[config.mk]
export PLATFORM = sky130hd
export DESIGN_NAME = bracket_group_extractor_top
export DESIGN_NICKNAME = d
export VERILOG_FILES = /design/src/bge_pkg.sv /design/src/bracket_group_extractor_top.sv /design/src/bge_core.sv /design/src/bge_skid.sv
export SDC_FILE = /design/constraint.sdc
export NUM_CORES = 1
export LEC_CHECK = 0
export ABC_AREA = 1
export BUFFER_PORTS_ARGS = -buffer_cell sky130_fd_sc_hd__buf_2
export CAP_MARGIN = 20
export CORE_MARGIN = 5
export CORE_UTILIZATION = 25
export CTS_BUF_LIST = sky130_fd_sc_hd__clkbuf_8
export DETAILED_ROUTE_END_ITERATION = 7
export PLACE_DENSITY = 0.43
export SYNTH_ARGS = -nofsm -noshare
export SYNTH_HDL_FRONTEND = slang
export SYNTH_HIERARCHICAL = 1
export SYNTH_SLANG_ARGS = --single-unit
[constraint.sdc]
create_clock -name clk -period 13.4 [get_ports clk]
set_input_delay 2.68 -clock clk [delete_from_list [all_inputs] [get_ports clk]]
set_output_delay 2.68 -clock clk [all_outputs]
set_load 0.02 [all_outputs]
[src/bge_pkg.sv]
`timescale 1ns / 1ps
`default_nettype none
// ----------------------------------------------------------------------------
// bge_pkg
// Shared types and character codes for the bracket group extractor.
// ----------------------------------------------------------------------------
package bge_pkg;

  typedef logic [1:0] kind_t;

  localparam kind_t KIND_PAREN   = 2'd0;
  localparam kind_t KIND_BRACKET = 2'd1;
  localparam kind_t KIND_BRACE   = 2'd2;

  localparam logic [7:0] CHAR_OPEN_PAREN    = 8'h28;
  localparam logic [7:0] CHAR_CLOSE_PAREN   = 8'h29;
  localparam logic [7:0] CHAR_OPEN_BRACKET  = 8'h5B;
  localparam logic [7:0] CHAR_CLOSE_BRACKET = 8'h5D;
  localparam logic [7:0] CHAR_OPEN_BRACE    = 8'h7B;
  localparam logic [7:0] CHAR_CLOSE_BRACE   = 8'h7D;
  localparam logic [7:0] CHAR_SPACE         = 8'h20;

  typedef enum logic [1:0] {
    CLS_OTHER = 2'd0,
    CLS_OPEN  = 2'd1,
    CLS_CLOSE = 2'd2
  } char_class_t;

  typedef struct packed {
    logic [7:0] plane_char;
    logic       group_start;
    kind_t      group_kind;
    logic       in_group;
    logic       error;
  } result_t;

endpackage
`default_nettype wire

[src/bracket_group_extractor_top.sv]
`timescale 1ns / 1ps
`default_nettype none
// ----------------------------------------------------------------------------
// bracket_group_extractor_top
// Bracket nesting tracker that cleans a text plane and marks top-level groups.
// ----------------------------------------------------------------------------
// One character is taken per beat; its result leaves from an output register.
// A new character can be taken every cycle while in_stall is low. The stack of
// open bracket kinds is a shift stack of STACK_DEPTH entries, so a push or a
// pop is done within the same cycle as the character that causes it. A skid
// entry beside the output register keeps in_stall a registered signal, so
// the input side stalls from the cycle after a beat is taken while the
// output register is held by out_stall, until that register drains.
// After an unmatched or mismatched close, or an open with the stack full,
// every result carries out_error set with the other fields zero until reset.
// ----------------------------------------------------------------------------
module bracket_group_extractor_top #(
  parameter int STACK_DEPTH = 32
) (
  input  wire logic       clk,
  input  wire logic       rst_n,
  input  wire logic       in_valid,
  output logic            in_stall,
  input  wire logic [7:0] in_char_in,
  output logic            out_valid,
  input  wire logic       out_stall,
  output logic [7:0]      out_plane_char,
  output logic            out_group_start,
  output logic [1:0]      out_group_kind,
  output logic            out_in_group,
  output logic            out_error
);

  bge_pkg::result_t core_result;
  bge_pkg::result_t out_data;
  logic             accept;

  assign accept = in_valid && !in_stall;

  bge_core #(
    .STACK_DEPTH (STACK_DEPTH)
  ) u_core (
    .clk     (clk),
    .rst_n   (rst_n),
    .accept  (accept),
    .char_in (in_char_in),
    .result  (core_result)
  );

  bge_skid u_skid (
    .clk       (clk),
    .rst_n     (rst_n),
    .in_valid  (in_valid),
    .in_stall  (in_stall),
    .in_data   (core_result),
    .out_valid (out_valid),
    .out_stall (out_stall),
    .out_data  (out_data)
  );

  assign out_plane_char  = out_data.plane_char;
  assign out_group_start = out_data.group_start;
  assign out_group_kind  = out_data.group_kind;
  assign out_in_group    = out_data.in_group;
  assign out_error       = out_data.error;

endmodule
`default_nettype wire

[src/bge_core.sv]
`timescale 1ns / 1ps
`default_nettype none
// ----------------------------------------------------------------------------
// bge_core
// Bracket stack and per-character result logic, one character per beat.
// ----------------------------------------------------------------------------
module bge_core #(
  parameter int STACK_DEPTH = 32
) (
  input  wire logic            clk,
  input  wire logic            rst_n,
  input  wire logic            accept,
  input  wire logic [7:0]      char_in,
  output bge_pkg::result_t     result
);

  localparam int DepthW = $clog2(STACK_DEPTH + 1);

  // shift stack: entry 0 is the top of stack
  bge_pkg::kind_t stack_r   [STACK_DEPTH];
  bge_pkg::kind_t stack_nxt [STACK_DEPTH];
  logic [DepthW-1:0] depth_r, depth_nxt;
  logic              err_r, err_nxt;

  bge_pkg::char_class_t cls;
  bge_pkg::kind_t       kind;
  logic                 push, pop, fail;
  logic [DepthW-1:0]    depth_new;

  always_comb begin
    case (char_in)
      bge_pkg::CHAR_OPEN_PAREN: begin
        cls = bge_pkg::CLS_OPEN;  kind = bge_pkg::KIND_PAREN;
      end
      bge_pkg::CHAR_OPEN_BRACKET: begin
        cls = bge_pkg::CLS_OPEN;  kind = bge_pkg::KIND_BRACKET;
      end
      bge_pkg::CHAR_OPEN_BRACE: begin
        cls = bge_pkg::CLS_OPEN;  kind = bge_pkg::KIND_BRACE;
      end
      bge_pkg::CHAR_CLOSE_PAREN: begin
        cls = bge_pkg::CLS_CLOSE; kind = bge_pkg::KIND_PAREN;
      end
      bge_pkg::CHAR_CLOSE_BRACKET: begin
        cls = bge_pkg::CLS_CLOSE; kind = bge_pkg::KIND_BRACKET;
      end
      bge_pkg::CHAR_CLOSE_BRACE: begin
        cls = bge_pkg::CLS_CLOSE; kind = bge_pkg::KIND_BRACE;
      end
      default: begin
        cls = bge_pkg::CLS_OTHER; kind = bge_pkg::KIND_PAREN;
      end
    endcase
  end

  always_comb begin
    push = 1'b0;
    pop  = 1'b0;
    fail = 1'b0;
    if (!err_r) begin
      case (cls)
        bge_pkg::CLS_OPEN: begin
          if (depth_r == DepthW'(STACK_DEPTH)) fail = 1'b1;
          else                                 push = 1'b1;
        end
        bge_pkg::CLS_CLOSE: begin
          if (depth_r == '0 || stack_r[0] != kind) fail = 1'b1;
          else                                     pop  = 1'b1;
        end
        default: ;
      endcase
    end
    depth_new = push ? depth_r + 1'b1 : (pop ? depth_r - 1'b1 : depth_r);
  end

  always_comb begin
    if (err_r || fail) begin
      result = '0;
      result.error = 1'b1;
    end else begin
      result.plane_char  = (depth_new == '0 && !pop) ? char_in : bge_pkg::CHAR_SPACE;
      result.group_start = push && (depth_r == '0);
      result.group_kind  = (push && depth_r == '0) ? kind : bge_pkg::KIND_PAREN;
      result.in_group    = (depth_new != '0);
      result.error       = 1'b0;
    end
  end

  always_comb begin
    depth_nxt = depth_r;
    err_nxt   = err_r;
    for (int i = 0; i < STACK_DEPTH; i++) begin
      stack_nxt[i] = stack_r[i];
    end
    if (accept) begin
      depth_nxt = depth_new;
      err_nxt   = err_r | fail;
      if (push) begin
        stack_nxt[0] = kind;
        for (int i = 1; i < STACK_DEPTH; i++) begin
          stack_nxt[i] = stack_r[i-1];
        end
      end else if (pop) begin
        for (int i = 0; i < STACK_DEPTH - 1; i++) begin
          stack_nxt[i] = stack_r[i+1];
        end
      end
    end
  end

  always_ff @(posedge clk) begin
    if (!rst_n) begin
      depth_r <= '0;
      err_r   <= 1'b0;
    end else begin
      depth_r <= depth_nxt;
      err_r   <= err_nxt;
    end
  end

  always_ff @(posedge clk) begin
    for (int i = 0; i < STACK_DEPTH; i++) begin
      stack_r[i] <= stack_nxt[i];
    end
  end

`ifndef SYNTHESIS
  a_depth_bound: assert property (@(posedge clk) disable iff (!rst_n)
    depth_r <= DepthW'(STACK_DEPTH))
    else $error("stack depth beyond capacity");

  a_err_sticky: assert property (@(posedge clk) disable iff (!rst_n)
    err_r |=> err_r)
    else $error("error flag cleared without reset");

  a_frozen_after_err: assert property (@(posedge clk) disable iff (!rst_n)
    err_r |=> $stable(depth_r))
    else $error("stack moved after error");

  a_err_result: assert property (@(posedge clk) disable iff (!rst_n)
    err_r |-> (result.error && result.plane_char == '0 && !result.in_group))
    else $error("result not discarded after error");
`endif

endmodule
`default_nettype wire

[src/bge_skid.sv]
`timescale 1ns / 1ps
`default_nettype none
// ----------------------------------------------------------------------------
// bge_skid
// Output register with one skid entry so the input stall is registered.
// ----------------------------------------------------------------------------
module bge_skid (
  input  wire logic              clk,
  input  wire logic              rst_n,
  input  wire logic              in_valid,
  output logic                   in_stall,
  input  wire bge_pkg::result_t  in_data,
  output logic                   out_valid,
  input  wire logic              out_stall,
  output bge_pkg::result_t       out_data
);

  logic             out_valid_r, out_valid_nxt;
  logic             skid_valid_r, skid_valid_nxt;
  bge_pkg::result_t out_data_r, out_data_nxt;
  bge_pkg::result_t skid_data_r, skid_data_nxt;
  logic             accept;

  assign in_stall  = skid_valid_r;
  assign accept    = in_valid && !skid_valid_r;
  assign out_valid = out_valid_r;
  assign out_data  = out_data_r;

  always_comb begin
    out_valid_nxt  = out_valid_r;
    skid_valid_nxt = skid_valid_r;
    out_data_nxt   = out_data_r;
    skid_data_nxt  = skid_data_r;
    if (!out_valid_r || !out_stall) begin
      // output slot free this cycle: skid entry drains first
      out_valid_nxt  = skid_valid_r || accept;
      out_data_nxt   = skid_valid_r ? skid_data_r : in_data;
      skid_valid_nxt = 1'b0;
    end else if (accept) begin
      skid_valid_nxt = 1'b1;
      skid_data_nxt  = in_data;
    end
  end

  always_ff @(posedge clk) begin
    if (!rst_n) begin
      out_valid_r  <= 1'b0;
      skid_valid_r <= 1'b0;
    end else begin
      out_valid_r  <= out_valid_nxt;
      skid_valid_r <= skid_valid_nxt;
    end
  end

  always_ff @(posedge clk) begin
    out_data_r  <= out_data_nxt;
    skid_data_r <= skid_data_nxt;
  end

`ifndef SYNTHESIS
  a_skid_needs_out: assert property (@(posedge clk) disable iff (!rst_n)
    skid_valid_r |-> out_valid_r)
    else $error("skid entry held with empty output register");

  a_skid_fill: assert property (@(posedge clk) disable iff (!rst_n)
    (out_valid_r && out_stall && accept) |=> skid_valid_r)
    else $error("beat lost while output stalled");

  a_no_overrun: assert property (@(posedge clk) disable iff (!rst_n)
    (skid_valid_r && out_stall) |=> skid_valid_r && $stable(skid_data_r))
    else $error("skid entry overwritten while stalled");
`endif

endmodule
`default_nettype wire

==> impl_table.tex, run 1 <==
\begin{tabular}{lr}
\hline
Metric & Value \\
\hline
\multicolumn{2}{l}{\textbf{Run status}} \\
\quad Outcome & complete, no violations \\
\multicolumn{2}{l}{\textbf{Routing}} \\
\quad Count of routing violations after the opening detailed-route iteration & 205 \\
\quad Total length of routed met2 wires & 4001 µm \\
\quad Met1 routed wirelength after detailed routing & 4407 µm \\
\quad Post-Route WL & 8894 µm \\
\quad Overall via count from detail\_route & 3196 \\
\quad Top routing layer in use & met4 \\
\quad DR pass1 iterations & 4 \\
\quad Antenna violation net count after detailed routing & 0 \\
\quad Detail Route met3 WL & 413 µm \\
\quad Avg Vias per Cell & 4.233 \\
\quad Post-DR wirelength/cell & 11.78 µm \\
\quad \# DRC & 0 \\
\multicolumn{2}{l}{\textbf{Floorplan}} \\
\quad Core region area & 0.01864 mm² \\
\quad \# rows & 50 \\
\quad Vertical extent of the die & 147.4 µm \\
\quad Top Ports & 27 \\
\quad Die area & 0.02173 mm² \\
\quad Initial standard-cell utilization of the core & 25.32\% \\
\quad Width of the die & 147.4 µm \\
\multicolumn{2}{l}{\textbf{Place}} \\
\quad Hpwl dp & 5814 µm \\
\quad Buffers on Ports & 26 \\
\quad Final estimated routing congestion in global placement & 0.7690 \\
\quad Placement-stage cell area & 0.005097 mm² \\
\quad Cell Count Post-Placement & 739 \\
\multicolumn{2}{l}{\textbf{Timing}} \\
\quad Max Fclk & 166.3 MHz \\
\quad Sum of negative setup slack & 0 ns \\
\quad Final setup viols & 0 \\
\quad Final worst path period share & 44.89\% \\
\quad Worst Max-Slew Pin Slew & 0.9389 ns \\
\quad Clock period minus worst slack & 6.015 ns \\
\quad Unrepaired setup endpoints after global routing & no \\
\quad Clock skew after layout & 0.01085 ns \\
\quad Max Transition Viols Final & 0 \\
\quad Worst rel slew slack & 37.32\% \\
\quad Final hold vios & 0 \\
\multicolumn{2}{l}{\textbf{Global route}} \\
\quad Antenna violations before repair & 0 \\
\quad Congestion Overflow GR & 0 \\
\quad Vias in the first global route & 3108 \\
\quad Largest net degree at the start of global routing & 77 \\
\quad Global-route wire length before repair & 14990 µm \\
\quad Overall track demand over capacity in global routing & 8.433\% \\
\multicolumn{2}{l}{\textbf{Power and ir drop}} \\
\quad P per Cell Area & 106.4 mW/mm² \\
\quad Worst IR drop on VDD & 0.06896 mV \\
\quad Sequential fraction of design power & 61.7\% \\
\quad Switching power as a share of total power & 24.53\% \\
\quad Leakage power figure & 2.172 nW \\
\quad Post-route total power & 0.5599 mW \\
\quad Psw & 0.1373 mW \\
\quad Part of the total power dissipated in the clock network & 30.1\% \\
\quad Share of total power in combinational logic & 8.1\% \\
\quad Internal & 0.4226 mW \\
\multicolumn{2}{l}{\textbf{Logic synthesis}} \\
\quad Area contributors post-synth & sky130\_fd\_sc\_hd\_\_edfxtp\_1, sky130\_fd\_sc\_hd\_\_nand2\_1, sky130\_fd\_sc\_hd\_\_o21ai\_0 \\
\quad Leading register cell type out of synthesis & sky130\_fd\_sc\_hd\_\_edfxtp\_1 \\
\quad Portion of the post-synthesis area used by sequential elements & 61.07\% \\
\quad Share of flip-flops with an asynchronous set or reset after synthesis & 0\% \\
\quad Number of distinct standard cells referenced by the synthesized netlist & 30 \\
\quad Cell area after synthesis & 0.004721 mm² \\
\quad Share of the synthesized area in the top cell type & 57.25\% \\
\quad Register bit total from synthesis & 99 \\
\quad Syn Nets & 508 \\
\quad Yosys warns & 6 \\
\quad Most common library cells after synthesis & sky130\_fd\_sc\_hd\_\_nand2\_1, sky130\_fd\_sc\_hd\_\_edfxtp\_1, sky130\_fd\_sc\_hd\_\_inv\_1 \\
\quad Most frequent cell after synthesis & sky130\_fd\_sc\_hd\_\_nand2\_1 \\
\quad Post-Synthesis Mean Instance Area & 9.595 µm² \\
\quad Mapped Cells & 492 \\
\quad Cell type with the highest aggregate area in the netlist & sky130\_fd\_sc\_hd\_\_edfxtp\_1 \\
\quad Number of synthesized flops with an enable pin & 90 \\
\multicolumn{2}{l}{\textbf{Clock tree}} \\
\quad Post-CTS Hold Buffers & 0 \\
\quad Register clock-pin slew on the reported worst setup and hold paths & 0.09 ns \\
\quad Post-CTS Repair Setup Buffers & 0 \\
\quad Buffer depth of the longest clock path & 2 \\
\quad Source-to-sink clock delay at the later pin of the worst-skew pair & 0.37 ns \\
\quad Sinks on the clock net & 99 \\
\quad Clk root buf & sky130\_fd\_sc\_hd\_\_clkbuf\_8 \\
\quad Cts repair resizes & 0 \\
\quad Count of H-tree levels built during CTS & 3 \\
\quad Inserted Clock Buffers & 9 \\
\quad CTS tree & done \\
\multicolumn{2}{l}{\textbf{Finish}} \\
\quad Share of layout cells above drive strength 1 & 15.93\% \\
\quad Post-route core utilization & 28.21\% \\
\quad Number of antenna repair diodes & 0 \\
\quad Area grow syn2layout & 11.42\% \\
\quad Net count, final & 532 \\
\quad Final std cell area, no fill & 0.005260 mm² \\
\quad Non-filler instance count after layout & 755 \\
\multicolumn{2}{l}{\textbf{Setup path}} \\
\quad Worst Path Max Fanout & 76 \\
\quad WP data arrival & 6.23 ns \\
\quad CP required & 13.62 ns \\
\quad Reg2reg start & u\_core/depth\_r[0] \\
\quad Sort of element at the end of the critical path & flip-flop \\
\quad Setup Crit Path Kind & in -> reg \\
\quad Startpoint type of the worst setup path & primary input \\
\quad Launch point of the worst path & in\_char\_in[5] \\
\multicolumn{2}{l}{\textbf{Min path}} \\
\quad Worst hold-check path type & reg -> reg \\
\quad Startpoint of the tightest hold check path & u\_core/stack\_r[1][29] \\
\multicolumn{2}{l}{\textbf{Flow run}} \\
\quad Number of max-capacitance violations reported & 0 \\
\hline
\end{tabular}
[cell families (layout without fill, tap and decap cells)]
family / Yosys count / after routing / share of synthesized area [%]
AOI/OAI and AO/OA: 77 / 77 / 8.932
buffers and inverters: 88 / 117 / 7.500
adders and majority gates: 4 / 4 / 1.060
DFF: 99 / 99 / 61.07
and+or+nand+nor: 224 / 224 / 21.44
[power by group through the flow]
stage | clock network, mW | registers [mW] | logic [mW]
global placement | 0 | 0.353 | 0.0459
CTS | 0.180 | 0.346 | 0.0466
finish | 0.169 | 0.346 | 0.0456
global route | 0.192 | 0.347 | 0.0514
detailed placement | 0 | 0.353 | 0.0465
floorplan | 0 | 0.359 | 0.0259
[per-layer routing]
| metal | vias up | GRT usage [%] |
|---|---|---|
| met5 | - | 0 |
| met4 | 0 | 2.237 |
| met3 | 4 | 3.495 |
| met2 | 51 | 13.41 |
| met1 | 1481 | 10.66 |
| li1 | 1660 | - |
[critical path, stage by stage]
cell	delay [ns]
sky130_fd_sc_hd__buf_2	0.13
sky130_fd_sc_hd__inv_1	0.07
sky130_fd_sc_hd__nor4_1	0.32
sky130_fd_sc_hd__nand2_1	0.09
sky130_fd_sc_hd__nor3_1	0.14
sky130_fd_sc_hd__nor2_1	0.08
sky130_fd_sc_hd__inv_1	0.06
sky130_fd_sc_hd__ha_1	0.14
sky130_fd_sc_hd__inv_1	0.05
sky130_fd_sc_hd__nor2_1	0.15
sky130_fd_sc_hd__nand2_2	0.07
sky130_fd_sc_hd__buf_4	0.34
sky130_fd_sc_hd__inv_2	0.79
sky130_fd_sc_hd__nand4_1	0.23
sky130_fd_sc_hd__nand3_1	0.15
sky130_fd_sc_hd__nand2_1	0.10
sky130_fd_sc_hd__nor2_4	0.16
sky130_fd_sc_hd__nand3_4	0.16
sky130_fd_sc_hd__nor2_2	0.13
sky130_fd_sc_hd__inv_1	0.04
sky130_fd_sc_hd__o21ai_0	0.13
[state kept, by name (all words and copies together) (netlist names)]
register	cells
u_skid/out_valid	1
u_skid/skid_data_r	13
u_core/stack_r	64
u_core/depth_r	6
u_skid/out_data	13
u_core/err_r	1
u_skid/in_stall	1
[layout make-up]
cell class                 count  area [µm²]
fill                        2020       13380
sequential                    99        2883
multi-input combinational    305        1495
tap                          234       292.8
inverter                      71       266.5
timing repair buffer          30       160.2
clock buffer                   9       123.9
clock inverter                 7       38.79
[placed cells by master (no fill, tap or decap), types with 2 or more instances in the layout]
cell / count
sky130_fd_sc_hd__nand2_1: 155
sky130_fd_sc_hd__edfxtp_1: 90
sky130_fd_sc_hd__inv_1: 67
sky130_fd_sc_hd__o21ai_0: 58
sky130_fd_sc_hd__buf_2: 26
sky130_fd_sc_hd__nor2_1: 18
sky130_fd_sc_hd__nand3_1: 16
sky130_fd_sc_hd__nor2_2: 9
sky130_fd_sc_hd__clkbuf_8: 9
sky130_fd_sc_hd__dfxtp_1: 9
sky130_fd_sc_hd__inv_2: 7
sky130_fd_sc_hd__nand4_1: 7
sky130_fd_sc_hd__a21oi_1: 6
sky130_fd_sc_hd__o21ai_2: 6
sky130_fd_sc_hd__nand2_2: 5
sky130_fd_sc_hd__nor2_4: 5
sky130_fd_sc_hd__buf_4: 4
sky130_fd_sc_hd__ha_1: 4
sky130_fd_sc_hd__nand2_4: 3
sky130_fd_sc_hd__clkinv_4: 2
sky130_fd_sc_hd__clkinv_2: 2
sky130_fd_sc_hd__nor3_1: 2
sky130_fd_sc_hd__nand3_4: 2
sky130_fd_sc_hd__o211ai_1: 2
[metrics by stage]
stage,worst slack (ns),hold WS [ns]
2_1_floorplan,5.880,0.4268
3_3_place_gp,7.053,0.4456
3_5_place_dp,6.991,0.4451
4_1_cts,7.377,0.4688
5_1_grt,6.903,0.4900
6_report,7.385,0.4670
[path summary, 6_finish.rpt]
check | endpoint | slack (ns) | cells after the start
worst max register to register | u_skid/out_data[12] | 9.77 | 17
worst min register to register | u_core/stack_r[1][31] | 0.47 | 0
worst min-delay path | u_core/stack_r[1][31] | 0.47 | 0
worst max-delay path | u_skid/out_data[12] | 7.39 | 21
No activity file was read; power rests on OpenSTA's default activity.
==> run 2: changes to the inputs <==
--- a/config.mk
+++ b/config.mk
@@ -12,7 +12,7 @@
 export CORE_UTILIZATION = 25
 export CTS_BUF_LIST = sky130_fd_sc_hd__clkbuf_8
 export DETAILED_ROUTE_END_ITERATION = 7
-export PLACE_DENSITY = 0.43
+export PLACE_DENSITY = 0.45
 export SYNTH_ARGS = -nofsm -noshare
 export SYNTH_HDL_FRONTEND = slang
 export SYNTH_HIERARCHICAL = 1
==> constraint.sdc (replaced) <==
create_clock -name clk -period 5.25 [get_ports clk]
set_input_delay 1.05 -clock clk [delete_from_list [all_inputs] [get_ports clk]]
set_output_delay 1.05 -clock clk [all_outputs]
set_load 0.02 [all_outputs]
==> impl_table.tex, run 2 (synthesis results as in run 1) <==
\begin{tabular}{lr}
\hline
Metric & Value \\
\hline
\multicolumn{2}{l}{\textbf{Run status}} \\
\quad Outcome & complete, no violations \\
\multicolumn{2}{l}{\textbf{Place}} \\
\quad Placement-stage cell area & 0.005121 mm² (+0.47\%) \\
\quad Hpwl dp & 5947 µm (+2.3\%) \\
\quad Buffers on Ports & 26 (unchanged) \\
\quad Cell Count Post-Placement & 740 (+0.14\%) \\
\quad Final estimated routing congestion in global placement & 0.7821 (+1.7\%) \\
\multicolumn{2}{l}{\textbf{Timing}} \\
\quad Worst Max-Slew Pin Slew & 0.7472 ns (-0.1917 ns) \\
\quad Clock period minus worst slack & 3.752 ns \\
\quad Final worst path period share & 71.46\% \\
\quad Sum of negative setup slack & 0 ns (unchanged) \\
\quad Max Transition Viols Final & 0 (unchanged) \\
\quad Final setup viols & 0 (unchanged) \\
\quad Worst rel slew slack & 50.01\% (+13 points) \\
\quad Max Fclk & 266.5 MHz \\
\quad Unrepaired setup endpoints after global routing & no \\
\quad Final hold vios & 0 (unchanged) \\
\quad Clock skew after layout & 0.009296 ns (-0.001549 ns) \\
\multicolumn{2}{l}{\textbf{Global route}} \\
\quad Antenna violations before repair & 0 (unchanged) \\
\quad Overall track demand over capacity in global routing & 8.580\% (+0.15 points) \\
\quad Global-route wire length before repair & 15340 µm (+2.3\%) \\
\quad Vias in the first global route & 3180 (+2.3\%) \\
\quad Largest net degree at the start of global routing & 59 (-23\%) \\
\quad Congestion Overflow GR & 0 (unchanged) \\
\multicolumn{2}{l}{\textbf{Clock tree}} \\
\quad Post-CTS Repair Setup Buffers & 0 (unchanged) \\
\quad Post-CTS Hold Buffers & 0 (unchanged) \\
\quad Count of H-tree levels built during CTS & 3 (unchanged) \\
\quad Cts repair resizes & 0 (unchanged) \\
\quad CTS tree & done \\
\quad Buffer depth of the longest clock path & 2 (unchanged) \\
\quad Sinks on the clock net & 99 (unchanged) \\
\quad Register clock-pin slew on the reported worst setup and hold paths & 0.10 ns (about the same) \\
\quad Clk root buf & sky130\_fd\_sc\_hd\_\_clkbuf\_8 \\
\quad Inserted Clock Buffers & 9 (unchanged) \\
\quad Source-to-sink clock delay at the later pin of the worst-skew pair & 0.37 ns (about the same) \\
\multicolumn{2}{l}{\textbf{Power and ir drop}} \\
\quad Worst IR drop on VDD & 0.1036 mV (+50\%) \\
\quad Leakage power figure & 2.174 nW (about the same) \\
\quad P per Cell Area & 276.3 mW/mm² (+160\%) \\
\quad Switching power as a share of total power & 25.51\% (+0.98 points) \\
\quad Sequential fraction of design power & 60.2\% (-1.5 points) \\
\quad Psw & 0.3738 mW (+170\%) \\
\quad Internal & 1.092 mW (+160\%) \\
\quad Share of total power in combinational logic & 8.0\% (about the same) \\
\quad Part of the total power dissipated in the clock network & 31.8\% (+1.7 points) \\
\multicolumn{2}{l}{\textbf{Setup path}} \\
\quad WP data arrival & 3.97 ns (-2.26 ns) \\
\quad Launch point of the worst path & in\_char\_in[5] \\
\quad CP required & 5.47 ns (-8.15 ns) \\
\quad Setup Crit Path Kind & in -> reg \\
\quad Worst reg2reg path endpoint & u\_skid/out\_data[12] \\
\quad Cell-by-cell trace of the critical path & buf\_2 > inv\_1 > nor4\_1 > nand2\_1 > nor3\_1 > nor2\_1 > inv\_1 > ha\_1 > inv\_1 > nor2\_1 > nand2\_2 > inv\_2 > nor2\_1 > nand4\_1 > nand2\_1 > nand2\_1 > nand2\_1 > nor2\_4 > nand3\_4 > nor2\_2 > inv\_1 > o21ai\_0 \\
\quad Reg2reg path depth & 16 (-1) \\
\quad Slowest stage cell on the critical path & sky130\_fd\_sc\_hd\_\_nand2\_2 \\
\quad Maximum single-stage delay on the critical path & 0.46 ns (-0.33 ns) \\
\quad Reg2reg start & u\_core/depth\_r[0] \\
\quad Startpoint type of the worst setup path & primary input \\
\quad Last element of the critical path & u\_skid/out\_data[12] \\
\quad Sort of element at the end of the critical path & flip-flop \\
\quad Flop-to-flop setup slack & 2.26 ns (-7.51 ns) \\
\quad Worst Path Max Fanout & 42 (-45\%) \\
\multicolumn{2}{l}{\textbf{Finish}} \\
\quad Register with the most flip-flops & u\_core/stack\_r \\
\quad Non-filler instance count after layout & 756 (+0.13\%) \\
\quad Post-route core utilization & 28.46\% (+0.24 points) \\
\quad Share of layout cells above drive strength 1 & 16.67\% (+0.74 points) \\
\quad Flip-flop count of the largest register after layout & 64 (unchanged) \\
\quad Number of antenna repair diodes & 0 (unchanged) \\
\quad Area grow syn2layout & 12.38\% \\
\quad Commonest non-fill, non-tap cells in the layout & sky130\_fd\_sc\_hd\_\_nand2\_1, sky130\_fd\_sc\_hd\_\_edfxtp\_1, sky130\_fd\_sc\_hd\_\_inv\_1 \\
\quad Net count, final & 533 (+0.19\%) \\
\quad Final std cell area, no fill & 0.005305 mm² (+0.86\%) \\
\quad Most common library cell in the layout ignoring fill and taps & sky130\_fd\_sc\_hd\_\_nand2\_1 \\
\multicolumn{2}{l}{\textbf{Routing}} \\
\quad DR pass1 iterations & 4 (unchanged) \\
\quad Post-Route WL & 8883 µm (-0.12\%) \\
\quad Avg Vias per Cell & 4.251 (+0.43\%) \\
\quad Overall via count from detail\_route & 3214 (+0.56\%) \\
\quad \# DRC & 0 (unchanged) \\
\quad Count of routing violations after the opening detailed-route iteration & 317 (+55\%) \\
\quad Antenna violation net count after detailed routing & 0 (unchanged) \\
\quad Post-DR wirelength/cell & 11.75 µm (-0.26\%) \\
\multicolumn{2}{l}{\textbf{Floorplan}} \\
\quad Initial standard-cell utilization of the core & 25.32\% (unchanged) \\
\quad Vertical extent of the die & 147.4 µm (unchanged) \\
\quad Width of the die & 147.4 µm (unchanged) \\
\quad Core region area & 0.01864 mm² (unchanged) \\
\quad Die area & 0.02173 mm² (unchanged) \\
\quad Top Ports & 27 (unchanged) \\
\quad \# rows & 50 (unchanged) \\
\multicolumn{2}{l}{\textbf{Min path}} \\
\quad Hold Path Stages & 0 (unchanged) \\
\quad Worst hold-check path type & reg -> reg \\
\multicolumn{2}{l}{\textbf{Flow run}} \\
\quad Number of max-capacitance violations reported & 0 (unchanged) \\
\hline
\end{tabular}
[run 2: cell types whose count changed in the layout (fill, tap and decap cells not counted), sizes merged]
cell and change:
buf +1, clkinv -2, clkinvlp +2
[run 2: metal layers]
layer	wire, µm	global-route usage (%)	share of wire (%)
met5	0	0	0
met1	4380	11.35	49
met3	496	2.667	5.6
met4	110	2.656	1.2
met2	3895	13.53	44
[run 2: worst min path at each step]
| stage | from | endpoint | slack [ns] |
|---|---|---|---|
| 5_1_grt | u_core/stack_r[1][28] | u_core/stack_r[1][30] | 0.50 |
| 4_1_cts | u_core/stack_r[1][29] | u_core/stack_r[1][31] | 0.49 |
| 3_3_place_gp | u_core/stack_r[1][28] | u_core/stack_r[1][30] | 0.44 |
| 3_5_place_dp | u_core/stack_r[1][29] | u_core/stack_r[1][31] | 0.45 |
| 6_report | u_core/stack_r[1][29] | u_core/stack_r[1][31] | 0.48 |
| 2_1_floorplan | u_core/stack_r[1][28] | u_core/stack_r[1][30] | 0.43 |
[run 2: power groups by stage]
stage	sequential [mW]	combinational [mW]	clock (mW)
after floorplan	0.916	0.0662	0
after global placement	0.900	0.117	0
after detailed placement	0.900	0.119	0
after CTS	0.882	0.119	0.495
after global routing	0.884	0.132	0.528
final	0.882	0.117	0.467
[run 2: metrics by stage]
stage / power, mW / hold slack [ns] / worst slack [ns]
4_1_cts: 1.497 / 0.4899 / 1.494
3_5_place_dp: 1.019 / 0.4482 / 1.092
3_3_place_gp: 1.017 / 0.4401 / 1.111
2_1_floorplan: 0.9826 / 0.4268 / 0.7575
6_report: 1.466 / 0.4822 / 1.498
5_1_grt: 1.544 / 0.4968 / 0.9295
[run 2: worst max-delay path: cells and delay by family]
kind | cells | cell delay [ns]
AO/OA/AOI/OAI | 1 | 0.13
adder cells (fa/ha/maj) | 1 | 0.14
buffers and inverters | 6 | 0.60
AND/OR/NAND/NOR | 14 | 2.03
[run 2: layout make-up]
class	instances	area, µm²
fillers	1985	13340
flip-flops and latches	99	2883
multi-input cells	305	1495
well taps	234	292.8
inverters	71	266.5
repair buffers	31	183.9
clock buffers	9	123.9
clock inverters	7	60.06
